`src/rna_pkg.sv`:
```
// rna_pkg: shared types, codes and the micro-program table of the rational alu
// no dependencies; used by rna_ctrl, rna_dp and rational_number_alu_top
`timescale 1ns / 1ps

package rna_pkg;

    localparam int DEF_WIDTH = 32;

    typedef enum logic [2:0] {
        ACT_ADD = 3'd0,
        ACT_SUB = 3'd1,
        ACT_MUL = 3'd2,
        ACT_DIV = 3'd3,
        ACT_CMP = 3'd4,
        ACT_RED = 3'd5
    } t_action;

    typedef enum logic [2:0] {
        UOP_NORM,
        UOP_MUL,
        UOP_ADD,
        UOP_CMP,
        UOP_END
    } t_uop_op;

    typedef enum logic [2:0] {
        REG_LN,
        REG_LD,
        REG_RN,
        REG_RD,
        REG_T0,
        REG_T1
    } t_reg_sel;

    typedef struct packed {
        t_uop_op  op;
        t_reg_sel src_a;
        t_reg_sel src_b;
        t_reg_sel dst_a;
        t_reg_sel dst_b;
    } t_uop;

    typedef struct packed {
        logic load;
        logic start;
        logic emit;
        t_uop uop;
    } t_ctl_cmd;

    typedef struct packed {
        logic done;
    } t_dp_status;

    typedef enum logic [1:0] {
        ST_IDLE,
        ST_ISSUE,
        ST_WAIT,
        ST_FINISH
    } t_ctl_state;

    typedef enum logic [2:0] {
        DP_IDLE,
        DP_SHIFT,
        DP_GCD,
        DP_DIV,
        DP_MUL
    } t_dp_phase;

    function automatic t_uop mk_uop(t_uop_op op, t_reg_sel sa, t_reg_sel sb,
                                    t_reg_sel da, t_reg_sel db);
        t_uop u;
        u.op    = op;
        u.src_a = sa;
        u.src_b = sb;
        u.dst_a = da;
        u.dst_b = db;
        return u;
    endfunction

    // micro-program per action; every program starts by reducing both operands
    function automatic t_uop uop_rom(logic [2:0] act, logic [3:0] step);
        t_uop u;
        u = mk_uop(UOP_END, REG_LN, REG_LD, REG_LN, REG_LD);
        if (step == 4'd0) begin
            u = mk_uop(UOP_NORM, REG_LN, REG_LD, REG_LN, REG_LD);
        end else if (step == 4'd1) begin
            u = mk_uop(UOP_NORM, REG_RN, REG_RD, REG_RN, REG_RD);
        end else begin
            unique case (act) inside
                ACT_ADD, ACT_SUB: begin
                    case (step)
                        4'd2: u = mk_uop(UOP_NORM, REG_LD, REG_RD, REG_T0, REG_T1);
                        4'd3: u = mk_uop(UOP_MUL, REG_LN, REG_T1, REG_LN, REG_LN);
                        4'd4: u = mk_uop(UOP_MUL, REG_RN, REG_T0, REG_RN, REG_RN);
                        4'd5: u = mk_uop(UOP_MUL, REG_LD, REG_T1, REG_LD, REG_LD);
                        4'd6: u = mk_uop(UOP_ADD, REG_LN, REG_RN, REG_LN, REG_LN);
                        4'd7: u = mk_uop(UOP_NORM, REG_LN, REG_LD, REG_LN, REG_LD);
                        default: ;
                    endcase
                end
                ACT_MUL: begin
                    case (step)
                        4'd2: u = mk_uop(UOP_NORM, REG_RN, REG_LD, REG_RN, REG_LD);
                        4'd3: u = mk_uop(UOP_NORM, REG_LN, REG_RD, REG_LN, REG_RD);
                        4'd4: u = mk_uop(UOP_MUL, REG_RN, REG_LN, REG_LN, REG_LN);
                        4'd5: u = mk_uop(UOP_MUL, REG_LD, REG_RD, REG_LD, REG_LD);
                        default: ;
                    endcase
                end
                ACT_DIV: begin
                    case (step)
                        4'd2: u = mk_uop(UOP_NORM, REG_RD, REG_RN, REG_RD, REG_RN);
                        4'd3: u = mk_uop(UOP_NORM, REG_RD, REG_LD, REG_RD, REG_LD);
                        4'd4: u = mk_uop(UOP_NORM, REG_LN, REG_RN, REG_LN, REG_RN);
                        4'd5: u = mk_uop(UOP_MUL, REG_RD, REG_LN, REG_LN, REG_LN);
                        4'd6: u = mk_uop(UOP_MUL, REG_LD, REG_RN, REG_LD, REG_LD);
                        default: ;
                    endcase
                end
                ACT_CMP: begin
                    case (step)
                        4'd2: u = mk_uop(UOP_MUL, REG_LN, REG_RD, REG_T0, REG_T0);
                        4'd3: u = mk_uop(UOP_MUL, REG_LD, REG_RN, REG_T1, REG_T1);
                        4'd4: u = mk_uop(UOP_CMP, REG_T0, REG_T1, REG_T0, REG_T1);
                        default: ;
                    endcase
                end
                default: ;
            endcase
        end
        return u;
    endfunction

endpackage

```
`src/rational_number_alu_top.sv`:
```
// rational_number_alu_top: fraction add/sub/mul/div/compare/reduce with stream ports
// depends on rna_pkg, rna_ctrl and rna_dp
// a reduction is a binary gcd of both parts, then two one-bit-per-cycle divisions of the
//   numerator and the denominator by that gcd; a product is a shift-add over WIDTH bits
// one item at a time; add/sub run four reductions, three products and one add
// reset: synchronous active-low i_rst_n clears the sequencer and the output valid
`timescale 1ns / 1ps

module rational_number_alu_top import rna_pkg::*; #(
    parameter int WIDTH = DEF_WIDTH
) (
    input  logic                i_clk,
    input  logic                i_rst_n,
    // input items
    input  logic                s_axis_tvalid,
    output logic                s_axis_tready,
    // left_num, left_den, right_num, right_den from bit 0 up, zero padded to bytes
    input  logic [((4*WIDTH+7)/8)*8-1:0] s_axis_tdata,
    // action
    input  logic [2:0]          s_axis_tuser,
    // result items
    output logic                m_axis_tvalid,
    input  logic                m_axis_tready,
    // res_num, res_den from bit 0 up, zero padded to bytes
    output logic [((2*WIDTH+7)/8)*8-1:0] m_axis_tdata,
    // less, greater, equal, overflow from bit 0 up
    output logic [3:0]          m_axis_tuser
);

    localparam int DOUT_W = ((2*WIDTH+7)/8)*8;

    t_ctl_cmd   w_cmd;
    t_dp_status w_status;
    logic       w_out_free;

    logic signed [WIDTH-1:0] w_res_num, w_res_den;
    logic w_less, w_greater, w_equal, w_overflow;

    // output register: holds a finished item while the next one is worked on
    logic              r_out_valid;
    logic [DOUT_W-1:0] r_out_data;
    logic [3:0]        r_out_user;

    assign w_out_free = !r_out_valid || m_axis_tready;

    rna_ctrl u_ctrl (
        .i_clk      (i_clk),
        .i_rst_n    (i_rst_n),
        .i_in_valid (s_axis_tvalid),
        .o_in_ready (s_axis_tready),
        .i_action   (s_axis_tuser),
        .i_out_free (w_out_free),
        .i_status   (w_status),
        .o_cmd      (w_cmd)
    );

    rna_dp #(
        .WIDTH (WIDTH)
    ) u_dp (
        .i_clk       (i_clk),
        .i_rst_n     (i_rst_n),
        .i_cmd       (w_cmd),
        .i_action    (s_axis_tuser),
        .i_left_num  ($signed(s_axis_tdata[WIDTH-1:0])),
        .i_left_den  ($signed(s_axis_tdata[2*WIDTH-1:WIDTH])),
        .i_right_num ($signed(s_axis_tdata[3*WIDTH-1:2*WIDTH])),
        .i_right_den ($signed(s_axis_tdata[4*WIDTH-1:3*WIDTH])),
        .o_status    (w_status),
        .o_res_num   (w_res_num),
        .o_res_den   (w_res_den),
        .o_less      (w_less),
        .o_greater   (w_greater),
        .o_equal     (w_equal),
        .o_overflow  (w_overflow)
    );

    always_ff @(posedge i_clk) begin
        if (!i_rst_n) begin
            r_out_valid <= 1'b0;
        end else if (w_cmd.emit) begin
            r_out_valid <= 1'b1;
        end else if (m_axis_tready) begin
            r_out_valid <= 1'b0;
        end
    end

    // payload needs no reset
    always_ff @(posedge i_clk) begin
        if (w_cmd.emit) begin
            r_out_data <= DOUT_W'({w_res_den, w_res_num});
            r_out_user <= {w_overflow, w_equal, w_greater, w_less};
        end
    end

    assign m_axis_tvalid = r_out_valid;
    assign m_axis_tdata  = r_out_data;
    assign m_axis_tuser  = r_out_user;

endmodule

```
`src/rna_ctrl.sv`:
```
// rna_ctrl: sequencer that walks the micro-program of one item
// depends on rna_pkg
`timescale 1ns / 1ps

module rna_ctrl import rna_pkg::*; (
    input  logic       i_clk,
    input  logic       i_rst_n,
    input  logic       i_in_valid,
    output logic       o_in_ready,
    input  logic [2:0] i_action,
    input  logic       i_out_free,
    input  t_dp_status i_status,
    output t_ctl_cmd   o_cmd
);

    t_ctl_state r_state, n_state;
    logic [3:0] r_step, n_step;
    logic [2:0] r_action, n_action;
    t_uop       w_uop;

    assign w_uop = uop_rom(r_action, r_step);

    always_ff @(posedge i_clk) begin
        if (!i_rst_n) begin
            r_state  <= ST_IDLE;
            r_step   <= '0;
            r_action <= '0;
        end else begin
            r_state  <= n_state;
            r_step   <= n_step;
            r_action <= n_action;
        end
    end

    always_comb begin
        n_state    = r_state;
        n_step     = r_step;
        n_action   = r_action;
        o_in_ready = 1'b0;
        o_cmd.load  = 1'b0;
        o_cmd.start = 1'b0;
        o_cmd.emit  = 1'b0;
        o_cmd.uop   = w_uop;
        unique case (r_state)
            ST_IDLE: begin
                o_in_ready = 1'b1;
                if (i_in_valid) begin
                    o_cmd.load = 1'b1;
                    n_step     = '0;
                    n_action   = i_action;
                    n_state    = ST_ISSUE;
                end
            end
            ST_ISSUE: begin
                if (w_uop.op == UOP_END) begin
                    n_state = ST_FINISH;
                end else begin
                    o_cmd.start = 1'b1;
                    n_state     = ST_WAIT;
                end
            end
            ST_WAIT: begin
                if (i_status.done) begin
                    n_step  = r_step + 4'd1;
                    n_state = ST_ISSUE;
                end
            end
            ST_FINISH: begin
                if (i_out_free) begin
                    o_cmd.emit = 1'b1;
                    n_state    = ST_IDLE;
                end
            end
            default: n_state = ST_IDLE;
        endcase
    end

endmodule

```
`src/rna_dp.sv`:
```
// rna_dp: operand registers, gcd reducer, restoring divider, shift-add multiplier
// depends on rna_pkg; driven by rna_ctrl commands
`timescale 1ns / 1ps

module rna_dp import rna_pkg::*; #(
    parameter int WIDTH = DEF_WIDTH
) (
    input  logic                    i_clk,
    input  logic                    i_rst_n,
    input  t_ctl_cmd                i_cmd,
    input  logic [2:0]              i_action,
    input  logic signed [WIDTH-1:0] i_left_num,
    input  logic signed [WIDTH-1:0] i_left_den,
    input  logic signed [WIDTH-1:0] i_right_num,
    input  logic signed [WIDTH-1:0] i_right_den,
    output t_dp_status              o_status,
    output logic signed [WIDTH-1:0] o_res_num,
    output logic signed [WIDTH-1:0] o_res_den,
    output logic                    o_less,
    output logic                    o_greater,
    output logic                    o_equal,
    output logic                    o_overflow
);

    localparam int MW = 2*WIDTH + 2;
    localparam int CW = $clog2(MW + 1);

    typedef struct packed {
        logic          neg;
        logic [MW-1:0] mag;
    } t_val;

    localparam t_val V_ZERO = '{neg: 1'b0, mag: '0};
    localparam t_val V_ONE  = '{neg: 1'b0, mag: MW'(1)};

    function automatic t_val from_field(logic [WIDTH-1:0] f, logic flip);
        t_val v;
        logic [WIDTH-1:0] m;
        m     = f[WIDTH-1] ? (~f + 1'b1) : f;
        v.mag = {{(MW-WIDTH){1'b0}}, m};
        v.neg = flip ? (!f[WIDTH-1] && (f != '0)) : f[WIDTH-1];
        return v;
    endfunction

    function automatic logic fits(t_val v);
        logic hi_zero;
        hi_zero = (v.mag[MW-1:WIDTH] == '0);
        return hi_zero && (v.neg ? (v.mag[WIDTH-1:0] <= {1'b1, {(WIDTH-1){1'b0}}})
                                 : !v.mag[WIDTH-1]);
    endfunction

    function automatic logic [WIDTH-1:0] to_field(t_val v);
        logic [WIDTH-1:0] m;
        m = v.mag[WIDTH-1:0];
        return v.neg ? (~m + 1'b1) : m;
    endfunction

    t_val r_ln, r_ld, r_rn, r_rd, r_t0, r_t1;
    logic [2:0] r_action;
    t_dp_phase  r_phase;
    logic [MW-1:0] r_wa, r_wb, r_nn, r_dd, r_g, r_q, r_rem;
    logic [CW-1:0] r_cnt;
    logic r_sa, r_sb, r_second, r_done;
    logic r_lt, r_gt;
    t_reg_sel r_dst_a, r_dst_b;

    t_val v_a, v_b;
    t_val w_a_val, w_b_val, w_sum;
    logic w_a_en, w_b_en;
    t_reg_sel w_a_sel, w_b_sel;
    logic w_dz, w_eqm, w_nz, w_special;
    logic [MW:0] w_t;
    logic w_ge;
    logic [MW-1:0] w_rem_n, w_q_n;
    logic w_arith, w_ovf;

    // operand selection
    always_comb begin
        unique case (i_cmd.uop.src_a)
            REG_LN: v_a = r_ln;
            REG_LD: v_a = r_ld;
            REG_RN: v_a = r_rn;
            REG_RD: v_a = r_rd;
            REG_T0: v_a = r_t0;
            REG_T1: v_a = r_t1;
            default: v_a = V_ZERO;
        endcase
        unique case (i_cmd.uop.src_b)
            REG_LN: v_b = r_ln;
            REG_LD: v_b = r_ld;
            REG_RN: v_b = r_rn;
            REG_RD: v_b = r_rd;
            REG_T0: v_b = r_t0;
            REG_T1: v_b = r_t1;
            default: v_b = V_ZERO;
        endcase
    end

    // reduction shortcuts and sign-magnitude add
    assign w_dz      = (v_b.mag == '0);
    assign w_eqm     = (v_a.mag == v_b.mag);
    assign w_nz      = (v_a.mag == '0);
    assign w_special = w_dz || w_eqm || w_nz;

    always_comb begin
        if (v_a.neg == v_b.neg) begin
            w_sum.mag = v_a.mag + v_b.mag;
            w_sum.neg = v_a.neg;
        end else if (v_a.mag >= v_b.mag) begin
            w_sum.mag = v_a.mag - v_b.mag;
            w_sum.neg = v_a.neg;
        end else begin
            w_sum.mag = v_b.mag - v_a.mag;
            w_sum.neg = v_b.neg;
        end
        if (w_sum.mag == '0) begin
            w_sum.neg = 1'b0;
        end
    end

    // one restoring division step
    assign w_t     = {r_rem, r_q[MW-1]};
    assign w_ge    = (w_t >= {1'b0, r_g});
    assign w_rem_n = w_ge ? MW'(w_t - {1'b0, r_g}) : w_t[MW-1:0];
    assign w_q_n   = {r_q[MW-2:0], w_ge};

    // write-back ports
    always_comb begin
        w_a_en  = 1'b0;
        w_b_en  = 1'b0;
        w_a_sel = r_dst_a;
        w_b_sel = r_dst_b;
        w_a_val = V_ZERO;
        w_b_val = V_ONE;
        unique case (r_phase)
            DP_IDLE: begin
                w_a_sel = i_cmd.uop.dst_a;
                w_b_sel = i_cmd.uop.dst_b;
                if (i_cmd.start) begin
                    case (i_cmd.uop.op)
                        UOP_NORM: begin
                            if (w_special) begin
                                w_a_en = 1'b1;
                                w_b_en = 1'b1;
                                if (!w_dz && w_eqm) begin
                                    w_a_val.neg = v_a.neg ^ v_b.neg;
                                    w_a_val.mag = MW'(1);
                                end
                            end
                        end
                        UOP_ADD: begin
                            w_a_en  = 1'b1;
                            w_a_val = w_sum;
                        end
                        default: ;
                    endcase
                end
            end
            DP_DIV: begin
                if (r_cnt == CW'(MW)) begin
                    if (!r_second) begin
                        w_a_en  = 1'b1;
                        w_a_val = '{neg: r_sa, mag: r_q};
                    end else begin
                        w_b_en  = 1'b1;
                        w_b_val = '{neg: r_sb, mag: r_q};
                    end
                end
            end
            DP_MUL: begin
                if (r_cnt == CW'(WIDTH)) begin
                    w_a_en  = 1'b1;
                    w_a_val = '{neg: r_sa && (r_nn != '0), mag: r_nn};
                end
            end
            default: ;
        endcase
    end

    // operand registers
    always_ff @(posedge i_clk) begin
        if (i_cmd.load) begin
            r_action <= i_action;
            r_ln     <= from_field(i_left_num, 1'b0);
            r_ld     <= from_field(i_left_den, 1'b0);
            r_rn     <= from_field(i_right_num, i_action == ACT_SUB);
            r_rd     <= from_field(i_right_den, 1'b0);
        end else begin
            if (w_a_en) begin
                unique case (w_a_sel)
                    REG_LN: r_ln <= w_a_val;
                    REG_LD: r_ld <= w_a_val;
                    REG_RN: r_rn <= w_a_val;
                    REG_RD: r_rd <= w_a_val;
                    REG_T0: r_t0 <= w_a_val;
                    REG_T1: r_t1 <= w_a_val;
                    default: ;
                endcase
            end
            if (w_b_en) begin
                unique case (w_b_sel)
                    REG_LN: r_ln <= w_b_val;
                    REG_LD: r_ld <= w_b_val;
                    REG_RN: r_rn <= w_b_val;
                    REG_RD: r_rd <= w_b_val;
                    REG_T0: r_t0 <= w_b_val;
                    REG_T1: r_t1 <= w_b_val;
                    default: ;
                endcase
            end
        end
    end

    // unit sequencing: gcd, division, multiplication
    always_ff @(posedge i_clk) begin
        if (!i_rst_n) begin
            r_phase <= DP_IDLE;
            r_done  <= 1'b0;
        end else begin
            r_done <= 1'b0;
            unique case (r_phase)
                DP_IDLE: begin
                    if (i_cmd.start) begin
                        r_dst_a <= i_cmd.uop.dst_a;
                        r_dst_b <= i_cmd.uop.dst_b;
                        case (i_cmd.uop.op)
                            UOP_NORM: begin
                                if (w_special) begin
                                    r_done <= 1'b1;
                                end else begin
                                    r_wa    <= v_a.mag;
                                    r_wb    <= v_b.mag;
                                    r_sa    <= v_a.neg;
                                    r_sb    <= v_b.neg;
                                    r_phase <= DP_SHIFT;
                                end
                            end
                            UOP_MUL: begin
                                r_wa    <= {{(MW-WIDTH){1'b0}}, v_a.mag[WIDTH-1:0]};
                                r_wb    <= v_b.mag;
                                r_nn    <= '0;
                                r_cnt   <= '0;
                                r_sa    <= v_a.neg ^ v_b.neg;
                                r_phase <= DP_MUL;
                            end
                            UOP_CMP: begin
                                if (r_t0.neg != r_t1.neg) begin
                                    r_lt <= r_t0.neg;
                                    r_gt <= !r_t0.neg;
                                end else begin
                                    r_lt <= r_t0.neg ? (r_t0.mag > r_t1.mag)
                                                     : (r_t0.mag < r_t1.mag);
                                    r_gt <= r_t0.neg ? (r_t0.mag < r_t1.mag)
                                                     : (r_t0.mag > r_t1.mag);
                                end
                                r_done <= 1'b1;
                            end
                            default: r_done <= 1'b1;
                        endcase
                    end
                end
                DP_SHIFT: begin
                    // strip common factors of two, keep the shifted parts
                    if (!r_wa[0] && !r_wb[0]) begin
                        r_wa <= r_wa >> 1;
                        r_wb <= r_wb >> 1;
                    end else begin
                        r_nn    <= r_wa;
                        r_dd    <= r_wb;
                        r_phase <= DP_GCD;
                    end
                end
                DP_GCD: begin
                    if (r_wa == '0 || r_wb == '0) begin
                        r_g      <= (r_wa == '0) ? r_wb : r_wa;
                        r_q      <= r_nn;
                        r_rem    <= '0;
                        r_cnt    <= '0;
                        r_second <= 1'b0;
                        r_phase  <= DP_DIV;
                    end else if (!r_wa[0]) begin
                        r_wa <= r_wa >> 1;
                    end else if (!r_wb[0]) begin
                        r_wb <= r_wb >> 1;
                    end else if (r_wa >= r_wb) begin
                        r_wa <= r_wa - r_wb;
                    end else begin
                        r_wb <= r_wb - r_wa;
                    end
                end
                DP_DIV: begin
                    if (r_cnt == CW'(MW)) begin
                        if (!r_second) begin
                            r_q      <= r_dd;
                            r_rem    <= '0;
                            r_cnt    <= '0;
                            r_second <= 1'b1;
                        end else begin
                            r_phase <= DP_IDLE;
                            r_done  <= 1'b1;
                        end
                    end else begin
                        r_q   <= w_q_n;
                        r_rem <= w_rem_n;
                        r_cnt <= r_cnt + 1'b1;
                    end
                end
                DP_MUL: begin
                    if (r_cnt == CW'(WIDTH)) begin
                        r_phase <= DP_IDLE;
                        r_done  <= 1'b1;
                    end else begin
                        if (r_wb[0]) begin
                            r_nn <= r_nn + r_wa;
                        end
                        r_wa  <= r_wa << 1;
                        r_wb  <= r_wb >> 1;
                        r_cnt <= r_cnt + 1'b1;
                    end
                end
                default: r_phase <= DP_IDLE;
            endcase
        end
    end

    assign o_status.done = r_done;

    // result shaping
    assign w_arith = (r_action == ACT_ADD) || (r_action == ACT_SUB) ||
                     (r_action == ACT_MUL) || (r_action == ACT_DIV) ||
                     (r_action == ACT_RED);
    assign w_ovf   = w_arith && !(fits(r_ln) && fits(r_ld));

    assign o_res_num  = (w_arith && !w_ovf) ? to_field(r_ln) : '0;
    assign o_res_den  = (w_arith && !w_ovf) ? to_field(r_ld) : WIDTH'(1);
    assign o_overflow = w_ovf;
    assign o_less     = (r_action == ACT_CMP) && r_lt;
    assign o_greater  = (r_action == ACT_CMP) && r_gt;
    assign o_equal    = (r_action == ACT_CMP) && (r_ln == r_rn) && (r_ld == r_rd);

endmodule
```
`config.mk`:
```
export PLATFORM = sky130hd
export DESIGN_NAME = rational_number_alu_top
export DESIGN_NICKNAME = d
export VERILOG_FILES = /design/src/rna_pkg.sv /design/src/rational_number_alu_top.sv /design/src/rna_ctrl.sv /design/src/rna_dp.sv
export SDC_FILE = /design/constraint.sdc
export NUM_CORES = 2
export LEC_CHECK = 0
export BUFFER_PORTS_ARGS = -buffer_cell sky130_fd_sc_hd__buf_2
export CORE_ASPECT_RATIO = 0.9
export CORE_MARGIN = 2
export CORE_UTILIZATION = 35
export CTS_CLUSTER_DIAMETER = 50
export DETAILED_ROUTE_END_ITERATION = 6
export PLACE_DENSITY_LB_ADDON = 0.25
export SLEW_MARGIN = 25
export SYNTH_ARGS = -nofsm -noshare
export SYNTH_HDL_FRONTEND = slang
export SYNTH_HIERARCHICAL = 1
export SYNTH_SLANG_ARGS = --single-unit
```
`constraint.sdc`:
```
create_clock -name i_clk -period 12.3 [get_ports i_clk]
set_input_delay 0.615 -clock i_clk [delete_from_list [all_inputs] [get_ports i_clk]]
set_output_delay 0.615 -clock i_clk [all_outputs]
set_load 0.05 [all_outputs]
```
=== Yosys cells after proc, flatten, opt, wreduce, memory -nomap -nowiden ===
Index checks and enable logic that the tools add are counted.

* Output and inout bits: 70
* Word-level logic and storage cells: 381
* Bits in latches: 0
* Memories kept: 0
* Input port bits: 135
* Bits in registers: 967
* Bits in writable memories: 0
* Bits in read-only memories: 0

* Div/mod/pow operators: 0
* Bitwise logic cells: 9
* Order comparisons: 7
* Reductions and logical operators: 76
* $add $sub $neg: 15
* Shift operators: 0
* $mul: 0
* Muxes and demuxes: 155
* Eq/ne operators: 77

{| class="wikitable"
|+ Operator list
! cell !! number
|-
| $mux W67 || 39
|-
| $mux W66 || 29
|-
| $pmux W67 S6 || 2
|-
| $pmux W66 S2 || 4
|-
| $pmux W66 S4 || 2
|-
| $logic_not A66 Y1 || 5
|-
| $sub A66 B66 Y66 || 5
|-
| $pmux W67 S3 || 1
|-
| $pmux W66 S3 || 1
|-
| $add A32 B1 Y32 const B || 6
|-
| $mux W32 || 6
|-
| $not A32 Y32 || 6
|-
| $eq A67 B67 Y1 || 2
|-
| $pmux W67 S2 || 1
|-
| $add A66 B66 Y66 || 2
|-
| $ge A66 B66 Y1 || 2
|-
| $pmux W15 S4 || 2
|-
| $pmux W15 S6 || 1
|-
| $pmux W15 S5 || 1
|-
| $logic_not A34 Y1 || 2
|-
| $ge A67 B66 Y1 || 1
|-
| $eq A66 B66 Y1 || 1
|-
| $gt A66 B66 Y1 || 1
|-
| $lt A66 B66 Y1 || 1
|-
| 54 further kinds || 216
|}

=== Longest topological paths before layout ===
* Depth in word-level cells: 20
* Mapped depth: 40
* Depth with buffers taken out: 30

=== By module ===
The synthesis kept the hierarchy.

{| class="wikitable"
|+ By module, submodules not included
! module !! cells each !! times used !! area each (µm²) !! seq. area each (µm²)
|-
| rna_dp || 10251 || 1 || 82671.8 || 23973.0
|-
| rational_number_alu_top || 72 || 1 || 2090.8 || 2062.0
|-
| rna_ctrl || 162 || 1 || 1196.1 || 180.2
|}

=== Worst setup path before layout ===
No wires, ideal clock.

* Kind: register to register
* Start point: register u_dp.r_wa[11]
* End point: register u_dp.r_q[0], enable pin
* Arrival time: 8217 ps
* Clock period less this slack: 8884 ps
* Setup time: 667 ps
* Setup slack: 3416 ps
* Buffers on the path: 0
* Data required time: 11633 ps
* Cell stages (with the launch flop): 10
* Cell sequence: edfxtp_1 -> nor4_1 -> nand2_1 -> nor4_1 -> nand3_1 -> nor4_1 -> nor2_1 -> nand2_1 -> nand2_1 -> a21oi_1

* Word-level cells in the longest chain between the ends: 4

{| class="wikitable"
|+ RTL lines
! element !! RTL line !! RTL
|-
| from (decl) || rna_dp.sv:61 || <nowiki>logic [MW-1:0] r_wa, r_wb, r_nn, r_dd, r_g, r_q, r_rem;</nowiki>
|-
| from (signal assigned) || rna_dp.sv:231 || <nowiki>r_wa <= v_a.mag;</nowiki>
|-
| from (signal assigned) || rna_dp.sv:239 || <nowiki>r_wa <= {{(MW-WIDTH){1'b0}}, v_a.mag[WIDTH-1:0]};</nowiki>
|-
| from (signal assigned) || rna_dp.sv:265 || <nowiki>r_wa <= r_wa >> 1;</nowiki>
|-
| $logic_not A66 Y1 || rna_dp.sv:274 || <nowiki>if (r_wa == '0 || r_wb == '0) begin</nowiki>
|-
| $logic_or A1 B1 Y1 || rna_dp.sv:274 ||
|-
| $ne A2 B1 Y1 (no line) || -- ||
|-
| $reduce_and A4 Y1 (no line) || -- ||
|-
| to (signal assigned) || rna_dp.sv:276 || <nowiki>r_q <= r_nn;</nowiki>
|-
| to (signal assigned) || rna_dp.sv:294 || <nowiki>r_q <= r_dd;</nowiki>
|-
| to (signal assigned) || rna_dp.sv:303 || <nowiki>r_q <= w_q_n;</nowiki>
|-
| to (decl) || rna_dp.sv:61 ||
|}

Every way passes these cells.
A chain may end at the register's enable or synchronous reset.

==> out/results.txt <==
For the sum of overflow across all layers after global routing, the log shows 0. Counting along the longest clock path gives a buffer depth of 3. STA classifies the critical path endpoint as a flip-flop.

Of the available clock period, the critical path in the final layout requires 93.01%. At the worst endpoint, the required time is 12830 ps. Pin placement for this block handled 205 I/O pins.

The tools report the number of hold-slack violations in the final timing report as 0. Cells with a size suffix above 1 make up 10.65% of the layout. The total buffers and inverters traversed by the critical path was 6; the port buffer count was 204.

The final reports fail on DRC. The CTS buffer count is 158. Broken down by cell family, the worst path's largest delay share belongs to simple AND/OR/NAND/NOR gates. The initial antenna violation count is 61, and the final HPWL from detailed placement is 389800 µm.

The tools report the initial DRC count as 12.28k. The tools report the count of filler cells inserted in the layout as 24.94k. The final wirelength is 490700 µm. The floorplan die area came out at 249600 µm². After synthesis the netlist holds a flip-flop and latch count of 967. Once the floorplan was initialized, standard cells occupied 35.22% of the core.

Along the worst path, the maximum fanout reaches 40. The detailed-route DRC error count was 1. The number of distinct standard cells referenced by the synthesized netlist was 114. Data arrives at the worst endpoint at 11970 ps. The number of setup buffers added after CTS was 0. Setup repair after global routing left no endpoint under its margin. The first global-routing pass estimated 668800 µm of wire. Headroom to the max-slew limit came out at 15.84%. Across the run, the number of max-cap violations was 0. Setup total negative slack on the finished layout was measured at 0 ps. Among all flip-flop cells after synthesis, the most frequent one is edfxtp_1.

CTS saw 967 sinks. The power density of the placed cells was 193.1 nW/µm²; the number of levels the H-tree was split into was 4. Async set-or-reset flop fraction in the synthesized netlist: 0%. The clock arrives with 74.66 ps of skew. For the number of optimization iterations in the first detailed-route pass, the log shows 7. For this run, the number of standard cells in the final layout without fillers is 13.90k. The tightest min-delay check is of the in2reg type.

The clock transition at the registers of the reported paths is 60 ps. The run gives 10.49k as the post-synthesis instance total. On the worst path, the slowest cell contributes a delay of 790 ps. Class of the most critical setup path: reg2reg.

The net count after synthesis is 11.17k, and the post-route antenna net violation count is 0. Based on the critical path, the design can be clocked at up to 0.08741 GHz. The number of endpoints failing setup at the final stage was 0. The sequential area share after synthesis is 30.50%, and the vertical extent of the die is 474.1 µm. The startpoint class of the critical path is a flip-flop.

The logs give 0 for the number of slew-limit violations in the final report and 3 for the number of buffers added to fix hold violations after cts. The root buffer cell chosen for the clock tree is clkbuf_16. The average cell area after synthesis was 8.198 µm²; the routed via count was 89.55k. After layout, the minimum clock period comes to 11440 ps. The synthesized design contains 685 enable-type register cells. The leakage power of the design was 0.03834 µW. The logs give 244000 µm² for the core area and 11.21k for the total number of nets in the final design. The run finished, with violations left. The transition at the pin with the smallest max-transition slack was 1253 ps.

Entering global routing, the biggest net connects 98 pins. The later pin in the worst-skew pair is clocked with a latency of 850 ps. Global routing used 37.81% of the available tracks. Worst-path cell with the longest stage delay: nor2_1. Cells fill 39.97% of the core in the end. For this run, the number of Yosys warnings is 6.

The detailed-route vias per instance is 6.440, and the cell total after placement is 13.59k. In the final routed layout, each cell accounts on average for 35.29 µm. TritonCTS built the clock tree. In this run the core area contains 172 standard-cell rows. The logs give 82.34k for the number of global-route vias before repair and 0 for the post-cts resize count. Post-synthesis instance area: 85960 µm². The weighted congestion reported at the end of routability-driven placement was 1.076; the post-synthesis to final-layout area growth was 13.47%. The worst-case vdd ir drop is 159.1 µV, and the die extent in x is 526.4 µm.
-- metrics by stage --
step           setup WS [ps]  instance area [µm²]  power [µW]  hold slack (ps)
2_1_floorplan           3416                85960       10240            486.3
3_3_place_gp            1318                91730       13770            497.5
3_5_place_dp            1440                91800       13780            507.8
4_1_cts                 1341                97360       18550            43.90
5_1_grt                665.2                97510       19590            85.70
6_report               860.1                97540       18840            90.93
-- cell families after synthesis --
kind of cell               after synthesis  share of synthesized area (%)
AOI/OAI and AO/OA                     3392                          25.40
xor gates and xnor gates               621                          6.345
adders and majority gates              546                          8.009
buffers and inverters                 1310                          6.159
DFF                                    967                          30.50
muxes                                  553                          6.821
and+or+nand+nor                       3096                          16.77
-- per-layer routing --
layer  vias to the layer above  GRT usage, %  wire [µm]
met3                      1028         11.72      56010
met4                        32         20.60      31340
li1                      38930             -          -
met5                         -        0.5024        375
met1                     44240         49.60     200700
met2                      5317         54.93     202300
-- cell usage after synthesis (74+ instances only) --
master    count  share of area [%]
o221ai_1     99                1.0
o21ai_0     661                3.8
a21oi_1     935                5.4
nor2_1      885                3.9
ha_1        539                7.8
a211oi_1     90               0.79
inv_1       571                2.5
o31ai_1      86               0.75
clkbuf_1    511                2.2
nor3_1      199                1.2
buf_1        84               0.37
buf_2        99               0.58
nand3_1     226                1.3
mux2i_1     483                5.6
nand2b_1     74               0.54
a31oi_1     103               0.75
xor2_1      308                3.1
dfxtp_1     282                6.6
a21o_1      268                2.3
o22ai_1     138                1.0
o21bai_1    119                1.0
xnor2_1     311                3.2
nand4_1     169                1.2
nor4_1      136               0.99
o211ai_1    233                2.0
edfxtp_1    685                 24
or3_1       106               0.77
nand2_1     997                4.4
a22oi_1     173                1.5
-- cell usage in the layout (no fill, tap or decap), drive strengths merged, types with 309 or more instances in the layout --
cell type / count
nor2: 887
xnor2: 312
nand2: 997
o21ai: 702
buf: 619
xor2: 309
mux2i: 483
a21oi: 939
inv: 609
edfxtp: 685
ha: 539
-- report_power, final --
group          switching, µW  total (µW)  internal (µW)
clock network           1930        4710           2780
registers               1040        5270           4220
logic                   5830        8860           3030
-- path summary, 6_finish.rpt --
path | from | to | slack (ps) | cells after the start
setup / recovery | u_ctrl/r_step[1] | u_dp/r_t0[66] | 860 | 31
hold / removal | s_axis_tdata[32] | u_dp/r_ld[0] | 90 | 3
setup reg to reg | u_ctrl/r_step[1] | u_dp/r_t0[66] | 860 | 31
hold reg to reg | m_axis_tvalid | m_axis_tvalid | 510 | 2
-- state kept, by name (all words and copies together) (netlist names), 3 cells and up --
| register | flops |
|---|---|
| u_dp/r_rn | 67 |
| u_dp/r_wa | 66 |
| m_axis_tuser | 4 |
| u_dp/r_dd | 66 |
| u_dp/r_rd | 67 |
| u_dp/r_ld | 67 |
| u_dp/r_g | 66 |
| u_dp/r_dst_a | 3 |
| u_ctrl/r_action | 3 |
| u_dp/r_cnt | 7 |
| u_dp/r_dst_b | 3 |
| u_dp/r_wb | 66 |
| u_ctrl/r_step | 4 |
| u_dp/r_phase | 3 |
| u_dp/r_action | 3 |
| u_dp/r_t0 | 67 |
| u_dp/r_t1 | 67 |
| u_dp/r_rem | 66 |
| u_dp/r_q | 66 |
| u_dp/r_ln | 67 |
| u_dp/r_nn | 66 |
| m_axis_tdata | 64 |
-- final cells by class --
| class | count | area (µm²) | share of cell area, % |
|---|---|---|---|
| Multi-Input combinational cell | 8208 | 55050 | 56.44 |
| Sequential cell | 967 | 26220 | 26.88 |
| Timing Repair Buffer | 623 | 4497 | 4.610 |
| Clock buffer | 182 | 4126 | 4.231 |
| Tap cell | 3219 | 4028 | 4.129 |
| Inverter | 575 | 2163 | 2.218 |
| Clock inverter | 109 | 1406 | 1.442 |
| Antenna cell | 21 | 52.55 | 0.05388 |
-- tightest hold or removal path, stage by stage --
cell	delay, ps
buf_2	90
inv_1	70
a21oi_1	120
Note: power is estimated with default switching activity, not from simulation.
